### src/sv/fwc_pkg.sv
// fwc_pkg: shared types and constants for the queue with cancel by identifier.
// No dependencies; used by the interfaces, the cell and the top level.
`default_nettype none
package fwc_pkg;

  localparam int DEPTH   = 16;
  localparam int IDX_W   = $clog2(DEPTH);
  localparam int OCC_W   = $clog2(DEPTH + 1);
  localparam int ID_W    = 16;
  localparam int QTY_W   = 16;
  localparam int OP_W    = 3;
  localparam int STAT_W  = 2;

  typedef logic [IDX_W-1:0] idx_t;
  typedef logic [OCC_W-1:0] occ_t;

  typedef enum logic [OP_W-1:0] {
    OP_PUSH   = 3'd0,
    OP_CANCEL = 3'd1,
    OP_POP    = 3'd2,
    OP_PEEK   = 3'd3,
    OP_DUMP   = 3'd4
  } op_t;

  typedef enum logic [STAT_W-1:0] {
    ST_OK        = 2'd0,
    ST_EMPTY     = 2'd1,
    ST_NOT_FOUND = 2'd2,
    ST_FULL      = 2'd3
  } status_t;

  typedef struct packed {
    logic [ID_W-1:0]  id;
    logic [QTY_W-1:0] qty;
  } entry_t;

  // per-cycle move of the chain, shared by all cells
  typedef struct packed {
    logic push;    // write fresh entry at the tail slot
    logic drop;    // remove head, close the gap
    logic rotate;  // head goes to the tail slot, rest move up
  } cell_ctrl_t;

endpackage
`default_nettype wire

### src/sv/fwc_if.sv
// fwc_if: valid/ready channels for command words and result words.
// Depends on fwc_pkg for field widths.
`default_nettype none
interface fwc_cmd_if;
  logic                         valid;
  logic                         ready;
  logic [fwc_pkg::OP_W-1:0]     operation;
  logic [fwc_pkg::QTY_W-1:0]    quantity_in;
  logic [fwc_pkg::ID_W-1:0]     cancel_id;

  modport source (output valid, output operation, output quantity_in,
                  output cancel_id, input ready);
  modport sink   (input valid, input operation, input quantity_in,
                  input cancel_id, output ready);
endinterface

interface fwc_rsp_if;
  logic                         valid;
  logic                         ready;
  logic [fwc_pkg::STAT_W-1:0]   status;
  logic [fwc_pkg::ID_W-1:0]     entry_id;
  logic [fwc_pkg::QTY_W-1:0]    entry_quantity;
  logic                         last;

  modport source (output valid, output status, output entry_id,
                  output entry_quantity, output last, input ready);
  modport sink   (input valid, input status, input entry_id,
                  input entry_quantity, input last, output ready);
endinterface
`default_nettype wire

### src/sv/fwc_cell.sv
// fwc_cell: one slot of the queue chain, holding an identifier and quantity.
// Depends on fwc_pkg.
`default_nettype none
module fwc_cell (
  input  wire logic                clk,
  input  wire fwc_pkg::cell_ctrl_t ctrl,
  input  wire fwc_pkg::occ_t       occupancy,
  input  wire fwc_pkg::idx_t       index,
  input  wire fwc_pkg::entry_t     head,
  input  wire fwc_pkg::entry_t     right,
  input  wire fwc_pkg::entry_t     fresh,
  output fwc_pkg::entry_t          entry
);

  fwc_pkg::occ_t pos;
  fwc_pkg::occ_t pos_inc;

  assign pos     = fwc_pkg::occ_t'(index);
  assign pos_inc = pos + fwc_pkg::occ_t'(1);

  always_ff @(posedge clk) begin
    if (ctrl.push && pos == occupancy) begin
      entry <= fresh;
    end else if ((ctrl.rotate || ctrl.drop) && pos_inc < occupancy) begin
      entry <= right;
    end else if (ctrl.rotate && pos_inc == occupancy) begin
      entry <= head;
    end
  end

endmodule
`default_nettype wire

### src/sv/fifo_with_cancel_by_id.sv
// fifo_with_cancel_by_id: top level, bounded in-order queue with removal by id.
// Depends on fwc_pkg, fwc_if (fwc_cmd_if, fwc_rsp_if) and fwc_cell.
//
// Usage:
//  - cmd channel takes one command word: push, cancel, pop, peek or dump.
//    Codes 5..7 are swallowed with no result.
//  - rsp channel gives result words; every command but codes 5..7 ends with a
//    word that has last set. Dump gives one word per entry, oldest first.
//  - Storage is a chain of DEPTH cells, head (oldest) in cell 0. Each cycle
//    the chain can push at the tail, drop the head, or rotate the head round
//    to the tail slot.
//  - Push, pop, peek: the result is registered at acceptance.
//  - Cancel walks the whole queue by rotation, one entry per cycle, dropping
//    the oldest match as it passes the head; the result follows the walk.
//  - Dump rotates once per result word sent, so one word per cycle when the
//    receiver keeps ready high.
//  - One command at a time: cmd.ready is high only when idle and the output
//    register is free or being emptied.
//  - A receiver stall holds the output register and freezes dump rotation;
//    no word is lost.
//  - Reset (rst, synchronous): queue empty, next identifier 1, no pending
//    result. Cell contents are not cleared; slots beyond occupancy are never
//    read.
`default_nettype none
module fifo_with_cancel_by_id (
  input  wire logic  clk,
  input  wire logic  rst,
  fwc_cmd_if.sink    cmd,
  fwc_rsp_if.source  rsp
);

  typedef enum logic [1:0] {
    S_IDLE,
    S_SCAN,
    S_DUMP
  } state_t;

  state_t                      state;
  fwc_pkg::occ_t               occupancy;
  fwc_pkg::occ_t               remaining;   // rotations or drops still to do
  logic [fwc_pkg::ID_W-1:0]    next_id;
  logic [fwc_pkg::ID_W-1:0]    want;
  logic                        found;
  fwc_pkg::entry_t             found_entry;

  // output register
  logic                        ov;
  logic [fwc_pkg::STAT_W-1:0]  o_status;
  logic [fwc_pkg::ID_W-1:0]    o_id;
  logic [fwc_pkg::QTY_W-1:0]   o_qty;
  logic                        o_last;

  fwc_pkg::entry_t             cells    [fwc_pkg::DEPTH];
  fwc_pkg::entry_t             rights   [fwc_pkg::DEPTH];
  fwc_pkg::entry_t             head;
  fwc_pkg::entry_t             fresh;
  fwc_pkg::cell_ctrl_t         ctrl;

  logic cmd_fire;
  logic out_free;
  logic is_empty;
  logic is_full;
  logic match;

  assign head     = cells[0];
  assign fresh    = '{id: next_id, qty: cmd.quantity_in};
  assign out_free = !ov || rsp.ready;
  assign cmd.ready = (state == S_IDLE) && out_free;
  assign cmd_fire = cmd.valid && cmd.ready;
  assign is_empty = (occupancy == '0);
  assign is_full  = (occupancy == fwc_pkg::occ_t'(fwc_pkg::DEPTH));
  assign match    = (head.id == want) && !found;

  assign rsp.valid          = ov;
  assign rsp.status         = o_status;
  assign rsp.entry_id       = o_id;
  assign rsp.entry_quantity = o_qty;
  assign rsp.last           = o_last;

  // chain moves for this cycle
  always_comb begin
    ctrl = '0;
    case (state)
      S_IDLE: begin
        if (cmd_fire) begin
          case (cmd.operation)
            fwc_pkg::OP_PUSH: ctrl.push = !is_full;
            fwc_pkg::OP_POP:  ctrl.drop = !is_empty;
            default:          ctrl = '0;
          endcase
        end
      end
      S_SCAN: begin
        if (remaining != '0) begin
          ctrl.drop   = match;
          ctrl.rotate = !match;
        end
      end
      S_DUMP: begin
        ctrl.rotate = out_free;
      end
      default: ctrl = '0;
    endcase
  end

  // the chain; last cell feeds itself as right neighbour (never selected)
  for (genvar g = 0; g < fwc_pkg::DEPTH; g++) begin : g_cell
    if (g == fwc_pkg::DEPTH - 1) begin : g_tail
      assign rights[g] = cells[g];
    end else begin : g_mid
      assign rights[g] = cells[g+1];
    end

    fwc_cell u_cell (
      .clk       (clk),
      .ctrl      (ctrl),
      .occupancy (occupancy),
      .index     (fwc_pkg::idx_t'(g)),
      .head      (head),
      .right     (rights[g]),
      .fresh     (fresh),
      .entry     (cells[g])
    );
  end

  always_ff @(posedge clk) begin
    if (rst) begin
      state     <= S_IDLE;
      occupancy <= '0;
      next_id   <= fwc_pkg::ID_W'(1);
      ov        <= 1'b0;
      remaining <= '0;
      found     <= 1'b0;
    end else begin
      if (rsp.ready) begin
        ov <= 1'b0;
      end

      if (ctrl.push) begin
        occupancy <= occupancy + fwc_pkg::occ_t'(1);
      end else if (ctrl.drop) begin
        occupancy <= occupancy - fwc_pkg::occ_t'(1);
      end

      case (state)
        S_IDLE: begin
          if (cmd_fire) begin
            case (cmd.operation)
              fwc_pkg::OP_PUSH: begin
                ov     <= 1'b1;
                o_last <= 1'b1;
                if (is_full) begin
                  o_status <= fwc_pkg::ST_FULL;
                  o_id     <= '0;
                  o_qty    <= '0;
                end else begin
                  o_status <= fwc_pkg::ST_OK;
                  o_id     <= next_id;
                  o_qty    <= cmd.quantity_in;
                  // identifier 0 is never handed out
                  if (next_id == '1) begin
                    next_id <= fwc_pkg::ID_W'(1);
                  end else begin
                    next_id <= next_id + fwc_pkg::ID_W'(1);
                  end
                end
              end
              fwc_pkg::OP_CANCEL: begin
                if (is_empty) begin
                  ov       <= 1'b1;
                  o_last   <= 1'b1;
                  o_status <= fwc_pkg::ST_EMPTY;
                  o_id     <= '0;
                  o_qty    <= '0;
                end else begin
                  state     <= S_SCAN;
                  remaining <= occupancy;
                  want      <= cmd.cancel_id;
                  found     <= 1'b0;
                end
              end
              fwc_pkg::OP_POP, fwc_pkg::OP_PEEK: begin
                ov     <= 1'b1;
                o_last <= 1'b1;
                if (is_empty) begin
                  o_status <= fwc_pkg::ST_EMPTY;
                  o_id     <= '0;
                  o_qty    <= '0;
                end else begin
                  o_status <= fwc_pkg::ST_OK;
                  o_id     <= head.id;
                  o_qty    <= head.qty;
                end
              end
              fwc_pkg::OP_DUMP: begin
                if (is_empty) begin
                  ov       <= 1'b1;
                  o_last   <= 1'b1;
                  o_status <= fwc_pkg::ST_EMPTY;
                  o_id     <= '0;
                  o_qty    <= '0;
                end else begin
                  state     <= S_DUMP;
                  remaining <= occupancy;
                end
              end
              default: state <= S_IDLE;
            endcase
          end
        end
        S_SCAN: begin
          // output register is known free here: it was free at acceptance
          if (remaining != '0) begin
            remaining <= remaining - fwc_pkg::occ_t'(1);
            if (match) begin
              found       <= 1'b1;
              found_entry <= head;
            end
          end else begin
            ov     <= 1'b1;
            o_last <= 1'b1;
            state  <= S_IDLE;
            if (found) begin
              o_status <= fwc_pkg::ST_OK;
              o_id     <= found_entry.id;
              o_qty    <= found_entry.qty;
            end else begin
              o_status <= fwc_pkg::ST_NOT_FOUND;
              o_id     <= '0;
              o_qty    <= '0;
            end
          end
        end
        S_DUMP: begin
          if (out_free) begin
            ov        <= 1'b1;
            o_status  <= fwc_pkg::ST_OK;
            o_id      <= head.id;
            o_qty     <= head.qty;
            o_last    <= (remaining == fwc_pkg::occ_t'(1));
            remaining <= remaining - fwc_pkg::occ_t'(1);
            if (remaining == fwc_pkg::occ_t'(1)) begin
              state <= S_IDLE;
            end
          end
        end
        default: state <= S_IDLE;
      endcase
    end
  end

endmodule
`default_nettype wire
### src/flat_wrapper.sv
// flat-port wrapper written by rule: the top's interface ports become plain ports
module fifo_with_cancel_by_id_flat 
  (clk, rst, cmd_valid, cmd_operation, cmd_quantity_in, cmd_cancel_id, cmd_ready, rsp_valid, rsp_status, rsp_entry_id, rsp_entry_quantity, rsp_last, rsp_ready);
  fwc_cmd_if cmd_i ();
  fwc_rsp_if rsp_i ();
  input  wire logic clk;
  input  wire logic rst;
  input wire logic [$bits(cmd_i.valid)-1:0] cmd_valid;
  input wire logic [$bits(cmd_i.operation)-1:0] cmd_operation;
  input wire logic [$bits(cmd_i.quantity_in)-1:0] cmd_quantity_in;
  input wire logic [$bits(cmd_i.cancel_id)-1:0] cmd_cancel_id;
  output wire logic [$bits(cmd_i.ready)-1:0] cmd_ready;
  output wire logic [$bits(rsp_i.valid)-1:0] rsp_valid;
  output wire logic [$bits(rsp_i.status)-1:0] rsp_status;
  output wire logic [$bits(rsp_i.entry_id)-1:0] rsp_entry_id;
  output wire logic [$bits(rsp_i.entry_quantity)-1:0] rsp_entry_quantity;
  output wire logic [$bits(rsp_i.last)-1:0] rsp_last;
  input wire logic [$bits(rsp_i.ready)-1:0] rsp_ready;
  assign cmd_i.valid = cmd_valid;
  assign cmd_i.operation = cmd_operation;
  assign cmd_i.quantity_in = cmd_quantity_in;
  assign cmd_i.cancel_id = cmd_cancel_id;
  assign cmd_ready = cmd_i.ready;
  assign rsp_valid = rsp_i.valid;
  assign rsp_status = rsp_i.status;
  assign rsp_entry_id = rsp_i.entry_id;
  assign rsp_entry_quantity = rsp_i.entry_quantity;
  assign rsp_last = rsp_i.last;
  assign rsp_i.ready = rsp_ready;
  fifo_with_cancel_by_id u_core (.clk(clk), .rst(rst), .cmd(cmd_i), .rsp(rsp_i));
endmodule
### config.mk
export PLATFORM = sky130hd
export DESIGN_NAME = fifo_with_cancel_by_id_flat
export DESIGN_NICKNAME = d
export VERILOG_FILES = /design/src/sv/fwc_pkg.sv /design/src/sv/fwc_if.sv /design/src/sv/fwc_cell.sv /design/src/sv/fifo_with_cancel_by_id.sv /design/src/flat_wrapper.sv
export SDC_FILE = /design/constraint.sdc
export NUM_CORES = 1
export LEC_CHECK = 0
export ABC_AREA = 1
export ABC_CLOCK_PERIOD_IN_PS = 7840
export BUFFER_PORTS_ARGS = -buffer_cell sky130_fd_sc_hd__clkbuf_2
export CELL_PAD_IN_SITES_DETAIL_PLACEMENT = 1
export CELL_PAD_IN_SITES_GLOBAL_PLACEMENT = 2
export CORE_MARGIN = 5
export CORE_UTILIZATION = 38
export CTS_CLUSTER_SIZE = 12
export DETAILED_ROUTE_END_ITERATION = 8
export GPL_TIMING_DRIVEN = 0
export PLACE_DENSITY = 0.87
export SYNTH_ARGS = -nofsm -noshare
export SYNTH_HDL_FRONTEND = slang
export SYNTH_SLANG_ARGS = --single-unit
### constraint.sdc
create_clock -name clk -period 7.84 [get_ports clk]
set_input_delay 0.784 -clock clk [delete_from_list [all_inputs] [get_ports clk]]
set_output_delay 0.784 -clock clk [all_outputs]
set_load 0.05 [all_outputs]
======== Yosys cells after proc, flatten, opt, wreduce, memory -nomap -nowiden ========
Cells that the tools add are included.
word-level totals
  input port bits ......................... 39
  output and inout bits ................... 37
  word-level logic and storage cells ...... 318
  bits in registers ....................... 625
cells by class
  add/subtract/negate cells ............... 4
  bitwise operators ....................... 3
  $lt $le $gt $ge ......................... 16
  reduce and logical (&&, ||, !) cells .... 92
  equal/unequal tests ..................... 42
  multiplexer cells ....................... 116
operator list
  cell                   number
  $mux 32                47
  $mux 16                14
  $pmux 16 s3            4
  $logic_and 1x1->1      50
  $reduce_bool 3->1      15
  $eq 4x5->1 const A     8
  $lt 4x5->1 const A     8
  $mux 5                 7
  $mux 2                 13
  $pmux 2 s3             4
  $reduce_and 7->1       3
  $eq 3x5->1 const A     4
  $lt 3x5->1 const A     4
  $mux 1                 18
  $add 16x1->16 const B  1
  $eq 16x16->1           1
  $eq 16x16->1 const B   1
  $pmux 5 s3             1
  $ne 2x2->1 const B     6
  $reduce_and 6->1       2
  $eq 2x5->1 const A     2
  $lt 2x5->1 const A     2
  $ne 2x1->1 const B     5
  $sub 5x1->5 const B    2
  other kinds (31)       51

======== Logic depth before layout (Yosys ltp) ========
  depth after elaboration ................. 10
  gate-level depth with buffers ........... 17

======== Hierarchy ========
Synthesis repeated with hierarchy kept, for this count alone.
unflattened totals
  cells, all modules ...................... 5742
  area, all modules ....................... 42980.0 um^2
by module, submodules not included
  module                                   cells each  area an instance (um^2)  instances  sequential area each (um^2)
  fwc_cell (u_core.g_cell[0].u_cell ...)   321         2327.2                   6          960.9
  fwc_cell (u_core.g_cell[15].u_cell ...)  320         2321.0                   6          960.9
  fwc_cell (u_core.g_cell[7].u_cell ...)   320         2322.2                   3          960.9
  fifo_with_cancel_by_id                   616         5824.3                   1          3093.0
  fwc_cell (u_core.g_cell[6].u_cell)       320         2299.7                   1          960.9

======== Worst setup path after synthesis ========
OpenSTA, ideal clock, no wires.
  path kind ............................... reg2reg
  start point ............................. register u_core.occupancy[1]
  end point ............................... register u_core.o_id (netlist bit u_core.rsp.entry_id[0]) (enable)
  arrival time ............................ 4.946 ns
  buffers on the path ..................... 1
  slack ................................... 2.384 ns
  cell stages (with the launch flop) ...... 12
  clock period less this slack ............ 5.456 ns
  library setup time ...................... 0.510 ns
  data required time ...................... 7.330 ns
  cell sequence ........................... dfxtp_1 -> clkbuf_1 -> inv_1 -> ha_1 -> nand2_1 -> nor2_2 -> inv_1 -> a21oi_1 -> o21ai_0 -> inv_1 -> a21oi_1 -> nor4_1
on the way
  longest elaborated chain between the ends .. 3
RTL lines
  element                            RTL line                       source
  start: declaration                 fifo_with_cancel_by_id.sv:39   fwc_pkg::occ_t occupancy;
  start signal: assignment           fifo_with_cancel_by_id.sv:140  occupancy <= occupancy + fwc_pkg::occ_t'(1);
  start signal: assignment           fifo_with_cancel_by_id.sv:142  occupancy <= occupancy - fwc_pkg::occ_t'(1);
  $logic_not 5->1                    fifo_with_cancel_by_id.sv:70   assign is_empty = (occupancy == '0);
  $ne 3x2->1 (no source line)        -
  $reduce_and 7->1 (no source line)  -
  end signal: assignment             fifo_with_cancel_by_id.sv:158  o_id <= next_id;
  end signal: assignment             fifo_with_cancel_by_id.sv:191  o_id <= head.id;
  end signal: assignment             fifo_with_cancel_by_id.sv:225  o_id <= found_entry.id;
  end: declaration                   fifo_with_cancel_by_id.sv:49   logic [fwc_pkg::ID_W-1:0] o_id;
No other way between the ends.
A chain may end at the register's enable or synchronous reset.

======== Final worst setup path ========
  start point ............................. register u_core.occupancy[1]
  end point ............................... register u_core.g_cell[15].u_cell.entry[6] (netlist name) (enable)
on the way
  longest elaborated chain between the ends .. 9
  elaborated cells between the ends (all ways) .. 19
  classes of those cells .................. order compare: 1; eq/ne: 4; mux: 5; reduce/logical: 9
RTL lines
  element                                RTL line                      source
  $logic_not 5->1                        fifo_with_cancel_by_id.sv:70
  $logic_not 1->1                        fifo_with_cancel_by_id.sv:88  fwc_pkg::OP_POP: ctrl.drop = !is_empty;
  $mux 1                                 fifo_with_cancel_by_id.sv:86  case (cmd.operation)
  $mux 3                                 fifo_with_cancel_by_id.sv:85  if (cmd_fire) begin
  $pmux 1 s2                             fifo_with_cancel_by_id.sv:83  case (state)
  $logic_or 1x1->1                       fwc_cell.sv:24                end else if ((ctrl.rotate || ctrl.drop) && pos_inc < occupancy) begin
  $logic_and 1x1->1                      fwc_cell.sv:24
  $ne 2x2->1 (no source line)            -
  $reduce_and 2->1 (no source line) (*)  -
  end signal: assignment                 fwc_cell.sv:23                entry <= fresh;
  end signal: assignment                 fwc_cell.sv:25                entry <= right;
  end: declaration                       fwc_cell.sv:12                output fwc_pkg::entry_t entry
Mark *: on every way between the ends. The rest lies on a longest branch, timed or not.

==> out/qor.txt <==
io pins - 76
worst vdd ir - 0.145 mV
slowest cell delay on critical path - 690 ps
Setup Viol. Count Final - 0
Routed WL - 130000 um
Slew Limit Fails - 0
Mean Syn Cell Area - 7.83 um^2
Worst setup SP type - register
RD Place Congestion - 0.896
Residual DRC - 0
core box area - 91700 um^2
CP max FO - 22
post-synthesis cell count - 4480
Synth area leaders - edfxtp_1 (51%), nand2_1 (17%), nand3_1 (14%)
CP cell instances - clkbuf_1 -> inv_1 -> ha_1 -> nand2_1 -> nor2_2 -> nor4_1 -> nor2_1 -> nand2_2 -> buf_4 -> buf_4 -> buf_4 -> nand3_1 -> nand2_1 -> clkinv_1 -> buf_16
Max Freq - 195 MHz
flops & latches, synth - 625
clk_lat worst skew - 650 ps
Setup Skew - 25.2 ps
post-cts resize count - 0
type of the worst setup path - reg2reg
Fillers - 11200
Critical Path Slowest Stage Cell - nor4_1
worst reg2reg path endpoint - u_core.g_cell[15].u_cell.entry[6]
Hold Path End - u_core.want[4]
initial DRC count - 2707
Syn Nets - 4532
hold path cells - 1
CTS tree - built
Top delay family on crit path - buffers and inverters
Pleak - 0.0178 uW
most common cell after layout, fill and taps aside - nand2_1
Tot GR Track Use - 0.259
largest net degree at the start of global routing - 33
initial antenna violation count - 0
CP bufs+invs - 7
cts hold-fix bufs - 0
sequential area share after synthesis - 0.527
FF-to-FF Start - u_core.occupancy[1]
reg2reg path depth - 15
routed vias - 31800
NumNets Final - 4686
most frequent cells in the layout - nand2_1 (1568), nand3_1 (988), edfxtp_1 (595)
first-pass GRT wire length - 197000 um
Synth cell types - 36
H-tree depth - 3
final hold violation count - 0
Period minus WS final - 5130 ps
Max-slew headroom - 0.328
Starting Density - 0.382
fraction of layout cells with a size suffix above 1 - 0.0678
area fraction of the dominant cell type after synthesis - 0.510
PwrDens - 238 nW/um^2
Die Wd - 314 um
DRT Pass-1 Iters - 5
vias per cell - 5.41
worst-margin pin slew - 999 ps
Root Buffer - clkbuf_16
Hold Slack - 325 ps
TNS Setup - 0 ps
CP Data Required Time - 8230 ps
Post-CTS Setup Inserts - 0
CP endpoint kind - register
Cell Rows - 111
post-route ant nets - 0
CTS clock-pin slew for the worst setup and hold paths - 60 ps
Synth Warn # - 0
DR WL/cell - 22.1 um
die area - 98400 um^2
Die Span Y - 314 um
fin crit share - 0.654
max_cap viols - 0
Clock Tree Buf Depth - 3
IO Port Bufs - 65
Power, Total - 9420 uW
hpwl dp - 98200 um
area leader, netlist - edfxtp_1
synthesized area - 35100 um^2
Hold Crit Class - in2reg
status - finished, final reports clean
Crit path top cell by count - buf_4
vias in the first global route - 32600
CTS sink cnt - 625
Worst EP arrival - 5520 ps
min-delay src - cmd_cancel_id[4]
unrepaired setup endpoints after global routing - no
FF-to-FF setup slack - 2710 ps
GR Overflow Total - 0
TritonCTS buffer count - 76
Area Overhead vs Synth - 12.9%
layer usage:
metal / global-route usage / up-vias / routed length [um]
li1: - / 14900 / -
met1: 0.357 / 16000 / 58600
met2: 0.438 / 772 / 61600
met3: 0.0361 / 145 / 7080
met4: 0.0581 / 0 / 2520
met5: 0 / - / 0
layout make-up:
class | count | area, um^2 | area share
multi-input cells | 2891 | 12900 | 0.325
repair buffers | 76 | 510 | 0.0129
clock inverters | 32 | 377 | 0.00951
inverters | 600 | 2250 | 0.0569
clock buffers | 105 | 2060 | 0.0521
well taps | 1186 | 1480 | 0.0375
diodes | 1 | 2.50 | 0.0000632
plain buffers | 364 | 1540 | 0.0390
flip-flops and latches | 625 | 18500 | 0.467
how the worst max path moves through the flow:
stage / endpoint / slack (ps) / cells after the start / from
after floorplan: u_core.rsp.entry_id[0] / 2380 / 11 / u_core.occupancy[1]
after global routing: u_core.g_cell[15].u_cell.entry[8] / 2630 / 15 / u_core.occupancy[1]
final: u_core.g_cell[15].u_cell.entry[6] / 2710 / 15 / u_core.occupancy[1]
after global placement: u_core.rsp.entry_quantity[6] / 300 / 11 / u_core.occupancy[1]
after detailed placement: u_core.g_cell[15].u_cell.entry[9] / 2710 / 14 / u_core.occupancy[1]
after CTS: u_core.g_cell[15].u_cell.entry[28] / 2700 / 14 / u_core.occupancy[1]
worst register-to-register path, delay by kind of cell (launching register included):
kind	cells	cell delay (ps)
buffers and inverters	7	2370
AND/OR/NAND/NOR	7	1770
flip-flops	1	360
adder cells (fa/ha/maj)	1	350
registers in the layout, summed over array words and instances, names as in the netlist:
register,count
u_core.next_id,16
u_core.rsp.valid,1
u_core.rsp.status,2
u_core.remaining,5
u_core.rsp.entry_quantity,16
u_core.found_entry,32
u_core.rsp.last,1
u_core.found,1
u_core.want,16
u_core.occupancy,5
u_core.g_cell.u_cell.entry,512
u_core.rsp.entry_id,16
u_core.state,2
logic make-up after synthesis:
kind of cell             share of synthesized area
buffers and inverters                        0.108
AND/OR/NAND/NOR                              0.325
XOR/XNOR                                   0.00350
flip-flops                                   0.527
AO/OA/AOI/OAI                               0.0319
adder cells (fa/ha/maj)                    0.00464
cell usage after synthesis:
library cell	n
o21ai_0	97
a21oi_1	37
nor3_1	13
or2_2	2
nor3_2	1
xor2_1	9
inv_1	594
o21a_1	1
dfxtp_1	30
o22ai_1	1
a31oi_1	10
o211ai_1	1
buf_4	16
o32ai_1	1
o31ai_1	2
o41ai_1	1
buf_1	46
o21ai_1	1
nand2_2	2
nor2_1	58
o311ai_0	14
nor4_1	4
xnor2_1	5
clkinv_1	2
inv_2	4
edfxtp_1	595
or2_0	1
nand3_1	1003
a211oi_1	5
nand4_1	19
clkbuf_1	208
nand2_1	1568
ha_1	13
a32oi_1	19
nor2_2	3
buf_2	94
report_power, final:
| part | switching, uW | internal (uW) |
|---|---|---|
| Clock | 1500 | 2110 |
| Sequential | 76.8 | 3870 |
| Combinational | 1440 | 428 |
per-stage QoR:
| step | std cells | area [um^2] | setup slack, ps | util |
|---|---|---|---|---|
| final | 5880 | 39600 | 2710 | 0.432 |
| after global routing | 5879 | 39600 | 2630 | 0.432 |
| after CTS | 5878 | 39600 | 2700 | 0.432 |
| after detailed placement | 5741 | 37100 | 2710 | 0.405 |
| after global placement | 5731 | 36900 | 299 | 0.402 |
| after floorplan | 4480 | 35100 | 2380 | - |
Power figures use the tool's default switching activity.
